==> config.mk <==
export PLATFORM = sky130hd
export DESIGN_NAME = sliding_window_max
export DESIGN_NICKNAME = d
export VERILOG_FILES = /design/src/rtl/core/swm_pkg.sv /design/src/rtl/core/sliding_window_max.sv /design/src/rtl/core/swm_cell.sv
export SDC_FILE = /design/constraint.sdc
export NUM_CORES = 2
export LEC_CHECK = 0
export ABC_AREA = 1
export ABC_CLOCK_PERIOD_IN_PS = 63300
export BUFFER_PORTS_ARGS = -buffer_cell sky130_fd_sc_hd__buf_2
export CAP_MARGIN = 10
export CELL_PAD_IN_SITES_DETAIL_PLACEMENT = 1
export CELL_PAD_IN_SITES_GLOBAL_PLACEMENT = 1
export CORE_ASPECT_RATIO = 0.8
export CORE_MARGIN = 2
export CORE_UTILIZATION = 49
export CTS_CLUSTER_DIAMETER = 60
export DETAILED_ROUTE_END_ITERATION = 12
export GPL_TIMING_DRIVEN = 0
export PLACE_DENSITY_LB_ADDON = 0.1
export SYNTH_ARGS = -nofsm -noshare
export SYNTH_HDL_FRONTEND = slang
export SYNTH_SLANG_ARGS = --single-unit
==> constraint.sdc <==
create_clock -name clk -period 63.3 [get_ports clk]
set_input_delay 12.66 -clock clk [delete_from_list [all_inputs] [get_ports clk]]
set_output_delay 12.66 -clock clk [all_outputs]
set_load 0.02 [all_outputs]
==> src/rtl/core/swm_pkg.sv <==
// Shared types and constants for the sliding window maximum block.
`timescale 1ns / 1ps
`default_nettype none

package swm_pkg;

	localparam int SAMPLE_W         = 32;
	localparam int CFG_W            = 6;
	localparam int WINDOW_DEPTH_DEF = 32;
	localparam logic [CFG_W-1:0] WINDOW_SIZE_RST = CFG_W'(1);

	typedef logic signed [SAMPLE_W-1:0] sample_t;

	typedef struct packed {
		sample_t sample;
		logic    last_sample;
	} swm_in_t;

	typedef struct packed {
		sample_t window_max;
		logic    seq_end;
	} swm_out_t;

	typedef struct packed {
		logic shift;
		logic tap;
	} swm_cell_ctl_t;

endpackage

`default_nettype wire

==> src/rtl/core/sliding_window_max.sv <==
// Top level of the sliding window maximum: cell chain, fill count and output register.
//
//   channel | direction | handshake          | payload
//   --------+-----------+--------------------+--------------------------------
//   in      | in        | in_valid/in_ready  | in_data  (sample, last_sample)
//   out     | out       | out_valid/out_ready| out_data (window_max, seq_end)
//   cfg     | in        | cfg_we             | cfg_wdata (window_size)
//
// One sample per cycle unless a held result stalls input; a result appears in the cycle after its sample is taken.
// Cell k of the chain keeps the maximum of the newest k+1 samples; the
// result is the new sample compared against the cell picked by window_size.
// Reset clears the fill count, the output valid and sets window_size to one.
// A held result stalls input only while out_ready is low.
`timescale 1ns / 1ps
`default_nettype none

module sliding_window_max #(
	parameter int WINDOW_DEPTH = swm_pkg::WINDOW_DEPTH_DEF
) (
	input  wire                      clk,
	input  wire                      arst_n,
	input  wire                      cfg_we,
	input  wire [swm_pkg::CFG_W-1:0] cfg_wdata,
	input  wire                      in_valid,
	output logic                     in_ready,
	input  swm_pkg::swm_in_t         in_data,
	output logic                     out_valid,
	input  wire                      out_ready,
	output swm_pkg::swm_out_t        out_data
);
	import swm_pkg::*;

	localparam int CNT_W  = $clog2(WINDOW_DEPTH + 1);
	localparam int CMP_W  = (CNT_W > CFG_W) ? CNT_W : CFG_W;
	localparam int N_CELL = WINDOW_DEPTH - 1;

	logic [CFG_W-1:0] ws_q;
	logic [CNT_W-1:0] cnt_q;
	logic             out_valid_q;
	swm_out_t         out_data_q;

	logic [CMP_W-1:0] ws_ext;
	logic [CNT_W-1:0] ws_eff;
	logic [CNT_W-1:0] cnt_inc;
	logic             accept;
	logic             produce;
	sample_t          x;
	sample_t          tap_or;
	sample_t          result;

	sample_t       cell_m   [N_CELL];
	sample_t       cell_tap [N_CELL];
	swm_cell_ctl_t cell_ctl [N_CELL];

	assign accept   = in_valid & in_ready;
	assign in_ready = ~out_valid_q | out_ready;
	assign x        = in_data.sample;

	// Clamp the window to 1..WINDOW_DEPTH.
	always_comb begin
		ws_ext = CMP_W'(ws_q);
		if (ws_q == '0) begin
			ws_eff = CNT_W'(1);
		end else if (ws_ext > CMP_W'(WINDOW_DEPTH)) begin
			ws_eff = CNT_W'(WINDOW_DEPTH);
		end else begin
			ws_eff = ws_ext[CNT_W-1:0];
		end
	end

	assign cnt_inc = (cnt_q == CNT_W'(WINDOW_DEPTH)) ? cnt_q : cnt_q + CNT_W'(1);
	assign produce = (cnt_inc >= ws_eff);

	for (genvar i = 0; i < N_CELL; i++) begin : g_cell
		assign cell_ctl[i].shift = accept;
		assign cell_ctl[i].tap   = (ws_eff == CNT_W'(i + 2));

		swm_cell u_cell (
			.clk     (clk),
			.ctl     (cell_ctl[i]),
			.x       (x),
			.prev_m  ((i == 0) ? x : cell_m[(i == 0) ? 0 : i - 1]),
			.m       (cell_m[i]),
			.tap_val (cell_tap[i])
		);
	end

	// At most one cell is tapped.
	always_comb begin
		tap_or = '0;
		for (int i = 0; i < N_CELL; i++) begin
			tap_or = tap_or | cell_tap[i];
		end
	end

	assign result = (ws_eff == CNT_W'(1)) ? x : ((x > tap_or) ? x : tap_or);

	always_ff @(posedge clk or negedge arst_n) begin
		if (!arst_n) begin
			ws_q <= WINDOW_SIZE_RST;
		end else if (cfg_we) begin
			ws_q <= cfg_wdata;
		end
	end

	always_ff @(posedge clk or negedge arst_n) begin
		if (!arst_n) begin
			cnt_q       <= '0;
			out_valid_q <= 1'b0;
		end else if (accept) begin
			cnt_q       <= in_data.last_sample ? '0 : cnt_inc;
			out_valid_q <= produce;
		end else if (out_ready) begin
			out_valid_q <= 1'b0;
		end
	end

	always_ff @(posedge clk) begin
		if (accept) begin
			out_data_q.window_max <= result;
			out_data_q.seq_end    <= in_data.last_sample;
		end
	end

	assign out_valid = out_valid_q;
	assign out_data  = out_data_q;

endmodule

`default_nettype wire

==> src/rtl/core/swm_cell.sv <==
// One chain cell: holds the maximum of the newest samples up to its position.
`timescale 1ns / 1ps
`default_nettype none

module swm_cell (
	input  wire                    clk,
	input  swm_pkg::swm_cell_ctl_t ctl,
	input  swm_pkg::sample_t       x,
	input  swm_pkg::sample_t       prev_m,
	output swm_pkg::sample_t       m,
	output swm_pkg::sample_t       tap_val
);
	import swm_pkg::*;

	sample_t m_q;

	// New maximum over one more sample: the incoming sample against the neighbor's span.
	always_ff @(posedge clk) begin
		if (ctl.shift) begin
			m_q <= (x > prev_m) ? x : prev_m;
		end
	end

	assign m       = m_q;
	assign tap_val = ctl.tap ? m_q : '0;

endmodule

`default_nettype wire

Yosys cells after proc, flatten, opt, wreduce, memory -nomap -nowiden --
Index checks and enable logic that the tools add are counted.
Cells by class: $add $sub $neg 1, magnitude comparators 33, equality and inequality tests 33, multiplexer cells 69, bitwise gates (word level) 33, reduce and logical (&&, ||, !) cells 2
Operators by type and width (count):
- $mux W32 | 63
- $gt A32 B32 Y1 | 31
- $or A32 B32 Y32 | 30
- $eq A6 B5 Y1 const B | 16
- $eq A6 B4 Y1 const B | 8
- $eq A6 B3 Y1 const B | 4
- $mux W6 | 4
- $eq A6 B2 Y1 const B | 2
- $eq A6 B6 Y1 const B | 2
- $add A6 B1 Y6 const B | 1
- $eq A6 B1 Y1 const B | 1
- $ge A6 B6 Y1 | 1
- $gt A6 B6 Y1 const B | 1
- $logic_not A6 Y1 | 1
- $mux W1 | 2
- $reduce_bool A2 Y1 | 1
- $and A1 B1 Y1 | 1
- $not A1 Y1 | 1
- $or A1 B1 Y1 | 1
Word-level totals: register bits 1038, output and inout bits 35, logic and storage cells 207

Depth between registers and ports, before layout --
depth in word-level cells 38, mapped depth 33

By module --
Synthesis repeated with hierarchy kept, for this count alone.
Unflattened totals: cell total of the unflattened synthesis 11987, area total of the unflattened synthesis 87896.8 um2
By module, submodules not included:
- swm_cell (g_cell[0].u_cell ...) | instances 25, cells each 353, area an instance 2615.0 um2, sequential area each 960.9 um2
- swm_cell (g_cell[5].u_cell ...) | instances 5, cells each 354, area an instance 2748.9 um2, sequential area each 960.9 um2
- sliding_window_max | instances 1, cells each 1042, area an instance 6087.1 um2, sequential area each 1317.5 um2
- swm_cell (g_cell[4].u_cell) | instances 1, cells each 350, area an instance 2690.1 um2, sequential area each 960.9 um2

Least setup slack after synthesis --
No wires, ideal clock.
path kind input-to-reg, start in in_valid, end reg cnt_q[0], setup time 0.341 ns, data arrival time 67.373 ns, path slack -4.414 ns, stages 3, path buffers 0, path through a21boi_1 -> nand2_1 -> o22ai_1
On the way: cells in the longest elaborated chain, start to end 1
RTL lines:
- start, declared | RTL line sliding_window_max.sv:24 | input wire in_valid,
- $and A1 B1 Y1 | RTL line sliding_window_max.sv:55 | assign accept = in_valid & in_ready;
- end signal, assigned | RTL line sliding_window_max.sv:111 | cnt_q <= in_data.last_sample ? '0 : cnt_inc;
- end, declared | RTL line sliding_window_max.sv:38 | logic [CNT_W-1:0] cnt_q;
No other way between the ends. A chain may end at the register's enable or synchronous reset.

Worst setup path in the final report --
start in out_ready, end out in_ready
On the way: cells in the longest elaborated chain, start to end 1
RTL lines:
- start, declared | RTL line sliding_window_max.sv:28 | input wire out_ready,
- $or A1 B1 Y1 | RTL line sliding_window_max.sv:56 | assign in_ready = ~out_valid_q | out_ready;
- end, declared | RTL line sliding_window_max.sv:25 | output logic in_ready,
No other way between the ends.

==> flow_summary.toml <==
[timing]
setup_violations = 0
relSlewSlack_pct = -0.767
hold_viol_final = 0
min_period_ns = 25.78
period_share_pct = 40.7
worst_pin_slew_ns = 1.51
fin_ws_ns = 37.52
clock_skew_ns = 0.0430
rsz0062_at_grt = "false"
max_freq_mhz = 38.8
slew_viol_final = 21
tns_ns = 0

[synth]
synth_cell_type_count = 45
synth_area_leaders = "edfxtp_1 (38%), ha_1 (16%), nand2_1 (15%)"
ys.flop_type = "edfxtp_1"
synth_area_sq_um = 80000
syn-mean-instance-area_sq_um = 7.76
synth-seq-cells = 1038
yosys_warnings = 0
synth_top_cell_area_share_pct = 38.5
async_flop_share_pct = 1.25
yosys.area.top_type = "edfxtp_1"
synth_nets = 11400
yosysSeqAreaShare_pct = 38.9
syn_inst = 10300
synth-edff-count = 1025

[global_routing]
grt_pass1_vias = 84700
grt_overflow = 0
grt_start_max_net_pins = 37
antenna_found_initial = 36
grt_pass1_wl_um = 608000
grt_use_total_pct = 51.7

[worst_setup_path]
criticalPathCategory = "in -> out"
required_ns = 50.64
critPathCaptureType = "output pin"
worstSetupStartpointType = "input port"
crit_fanout = 2
cp_data_arrival_time_ns = 13.12

[route]
routedWlPerCell_um = 34.4
drt-initial-drc-count = 13600
vias = 86200
wl_um = 443000
drc_errors = 0
viasPerCell = 6.70
first_pass_iters = 9
ant_nets = 0

[cts]
postCtsSetupRepairBufs = 0
ctsResizeCount = 0
clock-sinks = 1038
cts-root-buf = "clkbuf_16"
clockBufferDepth = 3
cts.clk_slew.worst_paths_ns = 0.07
clkLatencyLatePin_ns = 0.84
tritoncts = "built"
ctsHoldBuffers = 0
cts_made_buffers = 135
htree_levels = 4

[power_and_ir_drop]
powerDensity_nw_per_um2 = 47.2
sw_frac_of_total_pct = 48.9
internal-power_mw = 2.15
p_comb_share_pct = 45.3
peakVddDrop_uv = 33.0
switchingPower_mw = 2.05
p_leak_nw = 43.3
share_seq_of_total_power_pct = 35.6
power_frac_clock_pct = 19.1

[die]
io_pins = 79
fp.dieH_um = 366
dieArea_sq_um = 167000
fp.dieW_um = 456
start_util_pct = 49.4
core_sq_um = 162000
rows = 132

[place]
dp_hpwl_um = 354000
placed_area_sq_um = 84400
io_buffers = 78
pre_cts_slack_ns = 37.53
gp_congestion = 1.12

[cells_and_area]
design_area_sq_um = 88900
area_growth_pct = 11.1
drive_above_1_share_pct = 4.34
nets = 11600
fin_util_pct = 54.9

[min_path]
hp-class = "reg -> reg"

[flow_run]
drv_cap = 0

[run_status]
failed_checks = "max-slew violations"
status = "complete, but fails checks"
per-layer routing:
| layer | share of wire [%] | GRT usage (%) | wire (um) | vias to the layer above |
|---|---|---|---|---|
| li1 | - | - | - | 36000 |
| met1 | 36 | 63.7 | 159000 | 42000 |
| met2 | 40 | 73.7 | 177000 | 6530 |
| met3 | 16 | 20.6 | 68800 | 1614 |
| met4 | 8.3 | 36.0 | 36900 | 42 |
| met5 | 0.16 | 1.79 | 701 | - |
cell type report:
type                       instances  area, sq um
buffer                           576         2310
sequential                      1038        31100
clock buffer                     168         3660
fill                           20000        73100
antenna                           11         27.5
multi-input combinational       7492        42100
tap                             2144         2680
timing repair buffer             145         1790
clock inverter                    77          677
inverter                        1213         4560
layout by cell type (no fill, tap or decap), types with 6 or more instances in the layout:
cell and instances:
nand2_1 3171, inv_1 1207, edfxtp_1 1025, nand4_1 1011
ha_1 1000, nor2_1 632, nand3_1 597, a21oi_1 530
clkbuf_1 493, o21ai_0 211, buf_2 161, o22ai_1 156
clkbuf_16 140, buf_12 49, o21a_1 36, nor3_1 33
nor4_1 24, clkinv_1 21, clkinv_2 18, a31oi_1 15
nand3b_1 14, o211ai_1 13, buf_1 13, buf_16 13
dfrtp_1 12, diode_2 11, buf_4 11, inv_6 11
clkinv_4 8, bufinv_16 7, clkinvlp_4 7, nor3b_1 6
o21bai_1 6
power groups by stage:
| stage | registers [mW] | logic (mW) | clock network [mW] |
|---|---|---|---|
| 6_report | 1.49 | 1.90 | 0.803 |
| 4_1_cts | 1.45 | 1.83 | 0.786 |
| 5_1_grt | 1.48 | 2.06 | 0.810 |
| 2_1_floorplan | 1.38 | 1.14 | 0 |
| 3_3_place_gp | 1.61 | 1.65 | 0 |
| 3_5_place_dp | 1.46 | 1.80 | 0 |
synth_stat cells, types with 14 or more instances:
cell type  number
nand3b_1       14
o21a_1         36
a31oi_1        15
buf_2          82
a21oi_1       530
nor3_1         33
ha_1         1000
nand3_1       597
nor2_1        632
o22ai_1       156
o21ai_0       211
nor4_1         25
inv_1        1208
nand4_1      1011
edfxtp_1     1025
nand2_1      3171
clkbuf_1      470
sequential cells by signal, summed over array words and instances, names as in the netlist:
| register | count |
|---|---|
| ws_ext | 6 |
| out_valid | 1 |
| out_data | 33 |
| g_cell.u_cell.m | 992 |
| cnt_q | 6 |
final timing paths:
check / startpoint / endpoint / slack, ns / depth (start not counted)
setup / recovery: out_ready / in_ready / 37.52 / 4
hold / removal: g_cell[8].u_cell.m[7]$_DFFE_PP_ / g_cell[9].u_cell.m[7]$_DFFE_PP_ / 0.54 / 2
setup reg to reg: ws_ext[5]$_DFFE_PN0P_ / out_data[17]$_DFFE_PP_ / 55.29 / 27
hold reg to reg: g_cell[8].u_cell.m[7]$_DFFE_PP_ / g_cell[9].u_cell.m[7]$_DFFE_PP_ / 0.54 / 2
max in group asynchronous: arst_n / ws_ext[0]$_DFFE_PN1P_ / 51.16 / 1
min in group asynchronous: arst_n / ws_ext[5]$_DFFE_PN0P_ / 11.79 / 1
critical path, cell delays in order:
cell	delay, ns
buf_2	0.10
inv_1	0.10
nand2_1	0.09
buf_2	0.17
kinds of logic (layout without fill, tap and decap cells):
logic type	count (synthesis)	count (layout)	share of synthesized area (%)
buf+inv	1789	2179	8.57
fa+ha+maj	1000	1000	15.6
xor+xnor	3	3	0.0328
simple gates	5506	5506	30.3
compound gates	983	983	6.64
other cells	0	11	0
flops	1038	1038	38.9
per-stage QoR:
stage / hold WS [ns] / cells / total power [mW]
CTS: 0.540 / 12800 / 4.07
global placement: 0.517 / 12500 / 3.26
finish: 0.540 / 12900 / 4.20
floorplan: 0.513 / 10300 / 2.52
detailed placement: 0.529 / 12600 / 3.26
global route: 0.570 / 12900 / 4.35
Note: power is estimated with default switching activity, not from simulation.
